File: src/sv/ijs_pkg.sv
package ijs_pkg;

  localparam int SAMPLE_W = 24;
  localparam int COUNT_W = 16;
  localparam int TSUM_W = 40;
  localparam int TSQ_W = 64;
  localparam int FIXED_W = 28;

  // shared divide / square root unit
  localparam int OPND_W = 72;
  localparam int REM_W = 36;
  localparam int RES_W = 64;
  localparam int STEP_W = 7;
  localparam logic [STEP_W-1:0] MEAN_STEPS = 7'd44;
  localparam logic [STEP_W-1:0] VAR_STEPS = 7'd72;
  localparam logic [STEP_W-1:0] ROOT_STEPS = 7'd32;

  localparam logic REPORT_BATCH = 1'b0;
  localparam logic REPORT_TOTAL = 1'b1;

  typedef enum logic {
    CALC_DIV,
    CALC_SQRT
  } calc_mode_t;

  typedef struct packed {
    calc_mode_t mode;
    logic [STEP_W-1:0] steps;
    logic [OPND_W-1:0] operand;
    logic [COUNT_W-1:0] divisor;
  } calc_cmd_t;

  typedef struct packed {
    logic diff;
    logic square;
    logic acc;
    logic merge;
    logic clear_batch;
    logic clear_total;
  } stats_ctl_t;

  // one set of statistics selected for a report
  typedef struct packed {
    logic [COUNT_W-1:0] cnt;
    logic [SAMPLE_W-1:0] mn;
    logic [SAMPLE_W-1:0] mx;
    logic [TSUM_W-1:0] sum;
    logic [TSQ_W-1:0] sq;
  } stat_set_t;

  typedef enum logic [3:0] {
    ST_IDLE,
    ST_DIFF,
    ST_SQUARE,
    ST_ACC,
    ST_CLOSE,
    ST_MEAN,
    ST_MEAN_WAIT,
    ST_VAR,
    ST_VAR_WAIT,
    ST_ROOT,
    ST_ROOT_WAIT,
    ST_OUT,
    ST_FIN
  } state_t;

endpackage

File: src/sv/ijs_calc.sv
module ijs_calc (
  input  logic                          clk,
  input  logic                          rst,
  input  logic                          start,
  input  ijs_pkg::calc_cmd_t            cmd,
  output logic                          busy,
  output logic                          done,
  output logic [ijs_pkg::RES_W-1:0]     res
);

  logic [ijs_pkg::OPND_W-1:0] opnd;
  logic [ijs_pkg::REM_W-1:0] rem;
  logic [ijs_pkg::STEP_W-1:0] cnt;
  ijs_pkg::calc_mode_t mode;
  logic [ijs_pkg::COUNT_W-1:0] divisor;

  logic [ijs_pkg::REM_W-1:0] rem_sh;
  logic [ijs_pkg::REM_W-1:0] trial;
  logic [ijs_pkg::REM_W-1:0] rem_sub;
  logic ge;

  // one compare and subtract per cycle: a quotient bit or a root bit
  always_comb begin
    if (mode == ijs_pkg::CALC_SQRT) begin
      rem_sh = {rem[ijs_pkg::REM_W-3:0], opnd[ijs_pkg::OPND_W-1 -: 2]};
      trial = {res[ijs_pkg::REM_W-3:0], 2'b01};
    end else begin
      rem_sh = {rem[ijs_pkg::REM_W-2:0], opnd[ijs_pkg::OPND_W-1]};
      trial = ijs_pkg::REM_W'(divisor);
    end
    ge = rem_sh >= trial;
    rem_sub = rem_sh - trial;
  end

  always_ff @(posedge clk) begin
    if (rst) begin
      busy <= 1'b0;
      done <= 1'b0;
      cnt <= '0;
    end else begin
      done <= 1'b0;
      if (start) begin
        busy <= 1'b1;
        cnt <= cmd.steps;
      end else if (busy) begin
        cnt <= cnt - 1'b1;
        if (cnt == ijs_pkg::STEP_W'(1)) begin
          busy <= 1'b0;
          done <= 1'b1;
        end
      end
    end
  end

  always_ff @(posedge clk) begin
    if (start) begin
      opnd <= cmd.operand;
      rem <= '0;
      res <= '0;
      mode <= cmd.mode;
      divisor <= cmd.divisor;
    end else if (busy) begin
      if (mode == ijs_pkg::CALC_SQRT) begin
        opnd <= {opnd[ijs_pkg::OPND_W-3:0], 2'b00};
      end else begin
        opnd <= {opnd[ijs_pkg::OPND_W-2:0], 1'b0};
      end
      rem <= ge ? rem_sub : rem_sh;
      res <= {res[ijs_pkg::RES_W-2:0], ge};
    end
  end

endmodule

File: src/sv/ijs_stats.sv
module ijs_stats #(
  parameter int BATCH_MAX = 2048,
  parameter int TOTAL_MAX = 65535
) (
  input  logic                             clk,
  input  logic                             rst,
  input  ijs_pkg::stats_ctl_t              ctl,
  input  logic                             has,
  input  logic [ijs_pkg::SAMPLE_W-1:0]     v,
  input  logic [ijs_pkg::SAMPLE_W-1:0]     nom,
  input  logic                             sel_total,
  output logic                             batch_nonempty,
  output logic                             total_nonempty,
  output ijs_pkg::stat_set_t               set
);

  localparam int CNT_W = $clog2(BATCH_MAX + 1);
  localparam int BSUM_W = ijs_pkg::SAMPLE_W + CNT_W;
  localparam int BSQ_W = 2 * ijs_pkg::SAMPLE_W + CNT_W;
  localparam int SQ_W = 2 * ijs_pkg::SAMPLE_W;

  logic [ijs_pkg::SAMPLE_W-1:0] d;
  logic [SQ_W-1:0] dsq;

  logic [CNT_W-1:0] batch_count;
  logic [ijs_pkg::SAMPLE_W-1:0] batch_min;
  logic [ijs_pkg::SAMPLE_W-1:0] batch_max;
  logic [BSUM_W-1:0] batch_sum;
  logic [BSQ_W-1:0] batch_square_sum;

  logic [ijs_pkg::COUNT_W-1:0] total_count;
  logic [ijs_pkg::SAMPLE_W-1:0] total_min;
  logic [ijs_pkg::SAMPLE_W-1:0] total_max;
  logic [ijs_pkg::TSUM_W-1:0] total_sum;
  logic [ijs_pkg::TSQ_W-1:0] total_square_sum;

  logic [ijs_pkg::COUNT_W:0] merged_count;
  logic fits;

  assign merged_count = {1'b0, total_count} + (ijs_pkg::COUNT_W + 1)'(batch_count);
  assign fits = merged_count <= (ijs_pkg::COUNT_W + 1)'(TOTAL_MAX);

  // deviation from nominal, then its square, one register each
  always_ff @(posedge clk) begin
    if (ctl.diff) begin
      d <= (v >= nom) ? v - nom : nom - v;
    end
    if (ctl.square) begin
      dsq <= SQ_W'(d) * SQ_W'(d);
    end
  end

  always_ff @(posedge clk) begin
    if (rst || ctl.clear_batch) begin
      batch_count <= '0;
      batch_min <= '1;
      batch_max <= '0;
      batch_sum <= '0;
      batch_square_sum <= '0;
    end else if (ctl.acc && has && (batch_count < CNT_W'(BATCH_MAX))) begin
      batch_count <= batch_count + 1'b1;
      if (v < batch_min) begin
        batch_min <= v;
      end
      if (v > batch_max) begin
        batch_max <= v;
      end
      batch_sum <= batch_sum + BSUM_W'(v);
      batch_square_sum <= batch_square_sum + BSQ_W'(dsq);
    end
  end

  always_ff @(posedge clk) begin
    if (rst || ctl.clear_total) begin
      total_count <= '0;
      total_min <= '1;
      total_max <= '0;
      total_sum <= '0;
      total_square_sum <= '0;
    end else if (ctl.merge && fits) begin
      total_count <= merged_count[ijs_pkg::COUNT_W-1:0];
      if (batch_min < total_min) begin
        total_min <= batch_min;
      end
      if (batch_max > total_max) begin
        total_max <= batch_max;
      end
      total_sum <= total_sum + ijs_pkg::TSUM_W'(batch_sum);
      total_square_sum <= total_square_sum + ijs_pkg::TSQ_W'(batch_square_sum);
    end
  end

  assign batch_nonempty = batch_count != '0;
  assign total_nonempty = total_count != '0;

  always_comb begin
    if (sel_total) begin
      set.cnt = total_count;
      set.mn = total_min;
      set.mx = total_max;
      set.sum = total_sum;
      set.sq = total_square_sum;
    end else begin
      set.cnt = ijs_pkg::COUNT_W'(batch_count);
      set.mn = batch_min;
      set.mx = batch_max;
      set.sum = ijs_pkg::TSUM_W'(batch_sum);
      set.sq = ijs_pkg::TSQ_W'(batch_square_sum);
    end
  end

endmodule

File: src/sv/interval_jitter_statistics_top.sv
// Interval jitter statistics. Each input transaction carries at most one
// interval sample and may close the current batch (end_of_batch or
// final_req); final_req also reports and clears the running totals. A new
// transaction is taken only after the previous one and its reports are
// finished. Each report (batch or total) can stall on out_ready. One shared
// compare/subtract unit retires one bit per cycle for the mean (44 steps),
// for the scaled mean square deviation (72 steps) and for its square root
// (32 steps). A transaction is taken only while in_ready is high, and a
// report stays on the output until out_ready; last marks the final report
// of a transaction.
module interval_jitter_statistics_top #(
  parameter int BATCH_MAX = 2048,
  parameter int TOTAL_MAX = 65535,
  parameter int SAMPLE_BITS = 24
) (
  input  logic                               clk,
  input  logic                               rst,
  input  logic                               nominal_period_we,
  input  logic [ijs_pkg::SAMPLE_W-1:0]       nominal_period,
  input  logic                               in_valid,
  output logic                               in_ready,
  input  logic                               has_sample,
  input  logic [ijs_pkg::SAMPLE_W-1:0]       interval_us,
  input  logic                               end_of_batch,
  input  logic                               final_req,
  output logic                               out_valid,
  input  logic                               out_ready,
  output logic                               report_kind,
  output logic [ijs_pkg::COUNT_W-1:0]        sample_count,
  output logic [ijs_pkg::FIXED_W-1:0]        mean_q4,
  output logic [ijs_pkg::FIXED_W-1:0]        deviation_q4,
  output logic [ijs_pkg::SAMPLE_W-1:0]       min_interval,
  output logic [ijs_pkg::SAMPLE_W-1:0]       max_interval,
  output logic                               last
);

  localparam int SAT_BITS =
      (SAMPLE_BITS < ijs_pkg::SAMPLE_W) ? SAMPLE_BITS : ijs_pkg::SAMPLE_W;
  localparam logic [ijs_pkg::SAMPLE_W-1:0] SAT_LIMIT =
      ijs_pkg::SAMPLE_W'((64'(1) << SAT_BITS) - 64'(1));

  ijs_pkg::state_t state;
  ijs_pkg::state_t state_next;

  logic [ijs_pkg::SAMPLE_W-1:0] nom_period;
  logic has_r;
  logic [ijs_pkg::SAMPLE_W-1:0] v_r;
  logic close_r;
  logic fin_r;
  logic src_total;
  logic src_total_next;
  logic [ijs_pkg::FIXED_W-1:0] mean_r;

  ijs_pkg::stats_ctl_t ctl;
  ijs_pkg::stat_set_t set;
  logic batch_nonempty;
  logic total_nonempty;

  ijs_pkg::calc_cmd_t calc_cmd;
  logic calc_start;
  logic calc_busy;
  logic calc_done;
  logic [ijs_pkg::RES_W-1:0] calc_res;

  logic accept;
  logic load_out;
  logic out_clear;

  assign accept = in_valid && in_ready;

  ijs_stats #(
    .BATCH_MAX(BATCH_MAX),
    .TOTAL_MAX(TOTAL_MAX)
  ) u_stats (
    .clk(clk),
    .rst(rst),
    .ctl(ctl),
    .has(has_r),
    .v(v_r),
    .nom(nom_period),
    .sel_total(src_total),
    .batch_nonempty(batch_nonempty),
    .total_nonempty(total_nonempty),
    .set(set)
  );

  ijs_calc u_calc (
    .clk(clk),
    .rst(rst),
    .start(calc_start),
    .cmd(calc_cmd),
    .busy(calc_busy),
    .done(calc_done),
    .res(calc_res)
  );

  always_ff @(posedge clk) begin
    if (rst) begin
      nom_period <= ijs_pkg::SAMPLE_W'(1000);
    end else if (nominal_period_we) begin
      nom_period <= nominal_period;
    end
  end

  always_ff @(posedge clk) begin
    if (rst) begin
      state <= ijs_pkg::ST_IDLE;
      out_valid <= 1'b0;
      src_total <= 1'b0;
    end else begin
      state <= state_next;
      src_total <= src_total_next;
      if (load_out) begin
        out_valid <= 1'b1;
      end else if (out_clear) begin
        out_valid <= 1'b0;
      end
    end
  end

  always_ff @(posedge clk) begin
    if (accept) begin
      has_r <= has_sample;
      v_r <= (interval_us > SAT_LIMIT) ? SAT_LIMIT : interval_us;
      close_r <= end_of_batch || final_req;
      fin_r <= final_req;
    end
    if (state == ijs_pkg::ST_MEAN_WAIT && calc_done) begin
      mean_r <= calc_res[ijs_pkg::FIXED_W-1:0];
    end
    if (load_out) begin
      report_kind <= src_total;
      sample_count <= set.cnt;
      mean_q4 <= mean_r;
      deviation_q4 <= calc_res[ijs_pkg::FIXED_W-1:0];
      min_interval <= set.mn;
      max_interval <= set.mx;
      // a batch report is last unless a total report follows
      last <= src_total || !(fin_r && total_nonempty);
    end
  end

  always_comb begin
    state_next = state;
    src_total_next = src_total;
    in_ready = 1'b0;
    ctl = '0;
    calc_start = 1'b0;
    calc_cmd.mode = ijs_pkg::CALC_DIV;
    calc_cmd.steps = ijs_pkg::MEAN_STEPS;
    calc_cmd.operand = {set.sum, 4'b0, {(ijs_pkg::OPND_W - ijs_pkg::TSUM_W - 4){1'b0}}};
    calc_cmd.divisor = set.cnt;
    load_out = 1'b0;
    out_clear = 1'b0;
    unique case (state)
      ijs_pkg::ST_IDLE: begin
        in_ready = 1'b1;
        if (in_valid) begin
          state_next = ijs_pkg::ST_DIFF;
        end
      end
      ijs_pkg::ST_DIFF: begin
        ctl.diff = 1'b1;
        state_next = ijs_pkg::ST_SQUARE;
      end
      ijs_pkg::ST_SQUARE: begin
        ctl.square = 1'b1;
        state_next = ijs_pkg::ST_ACC;
      end
      ijs_pkg::ST_ACC: begin
        ctl.acc = 1'b1;
        state_next = close_r ? ijs_pkg::ST_CLOSE : ijs_pkg::ST_IDLE;
      end
      ijs_pkg::ST_CLOSE: begin
        // totals take the batch now if the merged count stays within TOTAL_MAX; the batch itself is reported first
        if (batch_nonempty) begin
          ctl.merge = 1'b1;
          src_total_next = ijs_pkg::REPORT_BATCH;
          state_next = ijs_pkg::ST_MEAN;
        end else begin
          ctl.clear_batch = 1'b1;
          state_next = ijs_pkg::ST_FIN;
        end
      end
      ijs_pkg::ST_MEAN: begin
        calc_start = 1'b1;
        state_next = ijs_pkg::ST_MEAN_WAIT;
      end
      ijs_pkg::ST_MEAN_WAIT: begin
        if (calc_done) begin
          state_next = ijs_pkg::ST_VAR;
        end
      end
      ijs_pkg::ST_VAR: begin
        // 256 * square_sum / count, low 64 bits of the quotient
        calc_start = 1'b1;
        calc_cmd.steps = ijs_pkg::VAR_STEPS;
        calc_cmd.operand = {set.sq, 8'b0};
        state_next = ijs_pkg::ST_VAR_WAIT;
      end
      ijs_pkg::ST_VAR_WAIT: begin
        if (calc_done) begin
          state_next = ijs_pkg::ST_ROOT;
        end
      end
      ijs_pkg::ST_ROOT: begin
        calc_start = 1'b1;
        calc_cmd.mode = ijs_pkg::CALC_SQRT;
        calc_cmd.steps = ijs_pkg::ROOT_STEPS;
        calc_cmd.operand = {calc_res, 8'b0};
        state_next = ijs_pkg::ST_ROOT_WAIT;
      end
      ijs_pkg::ST_ROOT_WAIT: begin
        if (calc_done) begin
          load_out = 1'b1;
          state_next = ijs_pkg::ST_OUT;
        end
      end
      ijs_pkg::ST_OUT: begin
        if (out_ready) begin
          out_clear = 1'b1;
          if (src_total) begin
            ctl.clear_total = 1'b1;
            state_next = ijs_pkg::ST_IDLE;
          end else begin
            ctl.clear_batch = 1'b1;
            state_next = ijs_pkg::ST_FIN;
          end
        end
      end
      ijs_pkg::ST_FIN: begin
        if (fin_r && total_nonempty) begin
          src_total_next = ijs_pkg::REPORT_TOTAL;
          state_next = ijs_pkg::ST_MEAN;
        end else begin
          ctl.clear_total = fin_r;
          state_next = ijs_pkg::ST_IDLE;
        end
      end
      default: begin
        state_next = ijs_pkg::ST_IDLE;
      end
    endcase
  end

`ifndef SYNTH
  a_out_only_in_out_state: assert property (@(posedge clk) disable iff (rst)
    out_valid |-> (state == ijs_pkg::ST_OUT))
    else $error("report shown outside the output state");

  a_done_only_when_waiting: assert property (@(posedge clk) disable iff (rst)
    calc_done |-> (state == ijs_pkg::ST_MEAN_WAIT || state == ijs_pkg::ST_VAR_WAIT ||
                   state == ijs_pkg::ST_ROOT_WAIT))
    else $error("calculation finished while no step waited for it");

  a_start_when_free: assert property (@(posedge clk) disable iff (rst)
    calc_start |-> !calc_busy)
    else $error("calculation started while the unit was busy");

  a_total_is_last: assert property (@(posedge clk) disable iff (rst)
    (out_valid && report_kind) |-> last)
    else $error("total report not marked last");

  a_load_sets_valid: assert property (@(posedge clk) disable iff (rst)
    load_out |=> out_valid)
    else $error("loaded report not presented");
`endif

endmodule
File: config.mk
export PLATFORM = sky130hd
export DESIGN_NAME = interval_jitter_statistics_top
export DESIGN_NICKNAME = d
export VERILOG_FILES = /design/src/sv/ijs_pkg.sv /design/src/sv/ijs_calc.sv /design/src/sv/ijs_stats.sv /design/src/sv/interval_jitter_statistics_top.sv
export SDC_FILE = /design/constraint.sdc
export NUM_CORES = 2
export LEC_CHECK = 0
export BUFFER_PORTS_ARGS = -buffer_cell sky130_fd_sc_hd__clkbuf_2
export CAP_MARGIN = 20
export CORE_UTILIZATION = 50
export CTS_BUF_LIST = sky130_fd_sc_hd__clkbuf_8 sky130_fd_sc_hd__clkbuf_16
export DETAILED_ROUTE_END_ITERATION = 7
export HOLD_SLACK_MARGIN = 0.03
export PLACE_DENSITY_LB_ADDON = 0.05
export SYNTH_ARGS = -nofsm -noshare
export SYNTH_HDL_FRONTEND = slang
export SYNTH_SLANG_ARGS = --single-unit
File: constraint.sdc
create_clock -name clk -period 22.3 [get_ports clk]
set_clock_uncertainty 0.05 [all_clocks]
set_input_delay 3.345 -clock clk [delete_from_list [all_inputs] [get_ports clk]]
set_output_delay 3.345 -clock clk [all_outputs]
set_load 0.02 [all_outputs]
## Word level (Yosys, flattened, before mapping)

Cells that the tools add are included.
Widths: inputs -> output; s select.

- Register bits: 800
- Bits in latches: 0
- Bits in writable memories: 0
- Memory bits (read-only): 0
- Input port bits: 56
- Output and inout port bits: 124
- Word-level logic and storage cells: 151
- Memories kept: 0

- Add/subtract/negate cells: 10
- Multipliers: 1
- Div/mod/pow operators: 0
- $lt $le $gt $ge: 9
- Equality and inequality tests: 20
- Shift-type cells: 0
- Mux-type cells: 49
- Bitwise gates (word level): 1
- Reduce and logical (&&, ||, !) cells: 25

Operators by type and width:

| operator | number |
|---|---|
| $mux 72 | 3 |
| $mux 168 | 1 |
| $pmux 79 s2 | 1 |
| $mux 36 | 2 |
| $add 64x60->64 | 1 |
| $add 60x48->60 | 1 |
| $pmux 4 s13 | 1 |
| $gt 24x24->1 | 2 |
| $lt 24x24->1 | 2 |
| $mul 24x24->48 | 1 |
| $sub 24x24->24 | 2 |
| $add 40x36->40 | 1 |
| $add 36x24->36 | 1 |
| $ge 36x36->1 | 1 |
| $mux 35 | 1 |
| $sub 35x35->35 | 1 |
| $mux 4 | 7 |
| $ge 24x24->1 | 1 |
| $gt 24x24->1 const B | 1 |
| $mux 1 | 24 |
| $mux 24 | 1 |
| $eq 4x4->1 const B | 5 |
| $add 16x12->17 | 1 |
| $le 17x16->1 const B | 1 |
| 25 further kinds | 52 |

## Depth between registers and ports, before layout

- Depth after elaboration: 5
- Depth in mapped cells: 29
- Gate-level depth less buffers: 27

## Cells and area by module

A second synthesis with hierarchy kept.

- Cell total of the unflattened synthesis: 7165
- Area, all modules: 65328.9 µm²

Modules (own cells, without submodules):

| module | times used | cells each | area each (µm²) | sequential area each (µm²) |
|---|---|---|---|---|
| ijs_stats | 1 | 5519 | 46605.9 | 8618.3 |
| ijs_calc | 1 | 1124 | 10993.0 | 4834.6 |
| interval_jitter_statistics_top | 1 | 522 | 7729.9 | 5915.7 |

## Worst setup path before layout

OpenSTA, ideal clock, no wires.

- Path type: reg2reg
- From: register u_stats.d[18] (netlist name)
- To: register u_stats.dsq[40] (data pin)
- Library setup time: 0.259 ns
- Arrival: 6.999 ns
- Required time: 21.991 ns
- Slack: 14.992 ns
- Cell stages (with the launch flop): 29
- Path buffers: 3
- Period minus slack after synthesis: 7.308 ns
- Path through: edfxtp_1 clkbuf_1 clkbuf_1 nand2_1 fa_1 inv_1 fa_1 inv_1 fa_1 fa_1 inv_1 fa_1 fa_1 inv_1 fa_1 inv_1 ha_1 clkbuf_1 a2111oi_0 nor3_1 a21oi_1 o21ai_1 nor2_1 o21ai_1 a221o_1 a21o_1 and3_1 a31oi_1 xnor2_1

- Cells in the longest elaborated chain, start to end: 1

RTL lines:

| element | line | source |
|---|---|---|
| start: declaration | ijs_stats.sv:22 | `logic [ijs_pkg::SAMPLE_W-1:0] d;` |
| start signal: assignment | ijs_stats.sv:46 | `d <= (v >= nom) ? v - nom : nom - v;` |
| $mul 24x24->48 | ijs_stats.sv:49 | `dsq <= SQ_W'(d) * SQ_W'(d);` |
| end signal: assignment | ijs_stats.sv:49 |  |
| end: declaration | ijs_stats.sv:23 | `logic [SQ_W-1:0] dsq;` |

No other way between the ends.
A chain may end at the register's enable or synchronous reset.

## Worst setup path after layout

- From: register u_stats.d[5] (netlist name)
- To: register u_stats.dsq[47] (data pin)

The elaborated chain is that of the path after synthesis.

==> out/metrics.cfg <==
[status]
status = finished, violations left
violations = DRC

[finish]
nets = 7921
seq_area_mm2 = 0.0191
multi_input_area_mm2 = 0.0398
final_util = 0.548
final_area_mm2 = 0.0687
drive_above_1_share = 0.0788
fill_cells = 11500
area_growth_pct = 8.88
n_antenna_cell = 0

[timing]
fin_crit_sh = 0.372
finalWorstSetupSlack_ns = 14.00
timing.fmax_ghz = 0.121
drv_slew = 0
finalHoldViolCount = 0
rsz0062_at_grt = false
tightestPinTransition_ns = 1.15
slew_headroom = 0.231
setup-tns-final_ns = 0
fin_crit_ns = 8.30
setup_viol = 0

[floorplan]
io_pins = 180
core-area_mm2 = 0.125
fp-row-count = 130
start_util = 0.503
die_area_mm2 = 0.128
die_height_um = 357
die_w_um = 357

[synthesis]
synth_top_area_share = 0.157
syn_area_per_cell_um2 = 9.17
synth-edff-count = 329
async_flop_share = 0
synth.largest_area_cell = edfxtp_1
ys.warnings.count = 0
netlist_area_mm2 = 0.0631
yosysUniqueCellTypes = 103
synth.top_cells.by_count = 801 x inv_1, 798 x nand2_1, 538 x ha_1
synth_nets = 7917
synth_ff_type = dfxtp_1
synth_cells = 6882
synth.top_cells.by_area = edfxtp_1 16%, dfxtp_1 15%, fa_1 14%, ha_1 11%, mux2i_1 4.9%
yosysSeqAreaShare = 0.303
yosysMostFrequentCell = inv_1
synth_seq_cells = 791

[route]
drcViolationCount = 1
wirelength_um = 167000
ant_nets = 0
drt-initial-drc-count = 3251
firstDrtPassIters = 7
vias = 48100
viasPerCell = 5.58
wire_per_inst_um = 19.4

[cts]
clk_pin_slew_ns = 0.06
clkSinkCount = 791
ctsHoldBuffers = 0
cts_resized = 0
clk_latency_ns = 0.73
cts_made_buffers = 94
post_cts_buffers = 0
cts_tree = built
htree_levels = 3
clockBufferDepth = 3
cts-root-buf = clkbuf_16

[grt]
busiest_layer = met2
met1_usage = 0.369
grt_pass1_wl_um = 265000
grt.total_usage = 0.263
use_met2 = 0.431
first_global_vias = 47600
grt_max_degree = 100
antenna_found_initial = 3
met3_usage = 0.0276
grt_overflow_total = 0

[setup_path]
crit_required_ns = 22.65
path_class = flip-flop to flip-flop
cp_max_fo = 25
start_kind = flip-flop
endpoint_kind = flip-flop
arrival_ns = 8.65

[placement]
dp_hpwl_um = 124000
placed_area_mm2 = 0.0654
place_ws_ns = 14.04
gp_congestion = 0.907
io_buffers = 179

[flow_run]
max_cap_viol_count = 0

[worst_hold_path]
hold_path_class = flip-flop to flip-flop

worst paths after layout:
check / from / depth (start not counted) / slack [ns] / end
max: u_stats.d[5] / 24 / 14.00 / u_stats.dsq[47]
min: mean_r[9] / 0 / 0.37 / mean_q4[9]
max reg2reg: u_stats.d[5] / 24 / 14.00 / u_stats.dsq[47]
min reg2reg: mean_r[9] / 0 / 0.37 / mean_q4[9]
state kept, by name (all words and copies together) (netlist names), 28 cells and up:
register                  cells
deviation_q4                 28
mean_q4                      28
mean_r                       28
u_calc.opnd                  64
u_calc.rem                   35
u_calc.res                   64
u_stats.batch_square_sum     60
u_stats.batch_sum            36
u_stats.dsq                  47
u_stats.total_square_sum     64
u_stats.total_sum            40
critical path, cell delays in order, from the launching register on:
cell      delay (ns)
edfxtp_1        1.05
nand2_1         0.30
fa_1            0.60
inv_1           0.06
fa_1            0.49
fa_1            0.50
inv_1           0.06
fa_1            0.50
inv_1           0.05
fa_1            0.47
fa_1            0.57
inv_1           0.06
fa_1            0.53
inv_1           0.05
ha_1            0.43
nand3_1         0.14
nor2_1          0.15
nand2_1         0.09
a311oi_1        0.44
o21ai_0         0.26
a21oi_1         0.47
a211o_1         0.23
nand2_1         0.08
o31ai_1         0.29
xnor2_1         0.11
placed cells by master (no fill, tap or decap), drive strengths merged, types with 72 or more instances in the layout:
cell,count
a21o,173
a21oi,492
and2,154
clkbuf,285
dfxtp,462
edfxtp,329
fa,441
ha,538
inv,818
mux2i,306
nand2,799
nand3,106
nor2,380
nor2b,72
o21ai,336
xnor2,172
xor2,102
kinds of logic (layout without fill, tap and decap cells):
| group | Yosys count | after routing | share of synthesized area |
|---|---|---|---|
| compound gates | 1493 | 1493 | 0.151 |
| xor+xnor | 274 | 274 | 0.0380 |
| fa+ha+maj | 979 | 979 | 0.246 |
| buf+inv | 1141 | 1227 | 0.0688 |
| flops | 791 | 791 | 0.303 |
| mux | 362 | 362 | 0.0586 |
| simple gates | 1842 | 1842 | 0.134 |
area by class of cell:
| cell class | instances | area share |
|---|---|---|
| well taps | 1650 | 0.0300 |
| multi-input cells | 4950 | 0.579 |
| flip-flops and latches | 791 | 0.278 |
| clock buffers | 106 | 0.0373 |
| inverters | 801 | 0.0438 |
| clock inverters | 72 | 0.0108 |
| repair buffers | 248 | 0.0209 |
routing by layer:
metal  share of wire  vias up
li1                -    23500
met3           0.041      214
met1            0.47    23400
met2            0.46      998
met5               0        -
met4           0.025        0
through the flow:
| step | hold WS, ns | std cells |
|---|---|---|
| 6_report | 0.367 | 8618 |
| 4_1_cts | 0.369 | 8617 |
| 3_3_place_gp | 0.350 | 8439 |
| 3_5_place_dp | 0.355 | 8439 |
| 5_1_grt | 0.372 | 8618 |
| 2_1_floorplan | 0.350 | 6882 |
Power is left out: the tool's default activity adds up to more than one toggle a clock period on the data nets, which glitch-free logic cannot reach.
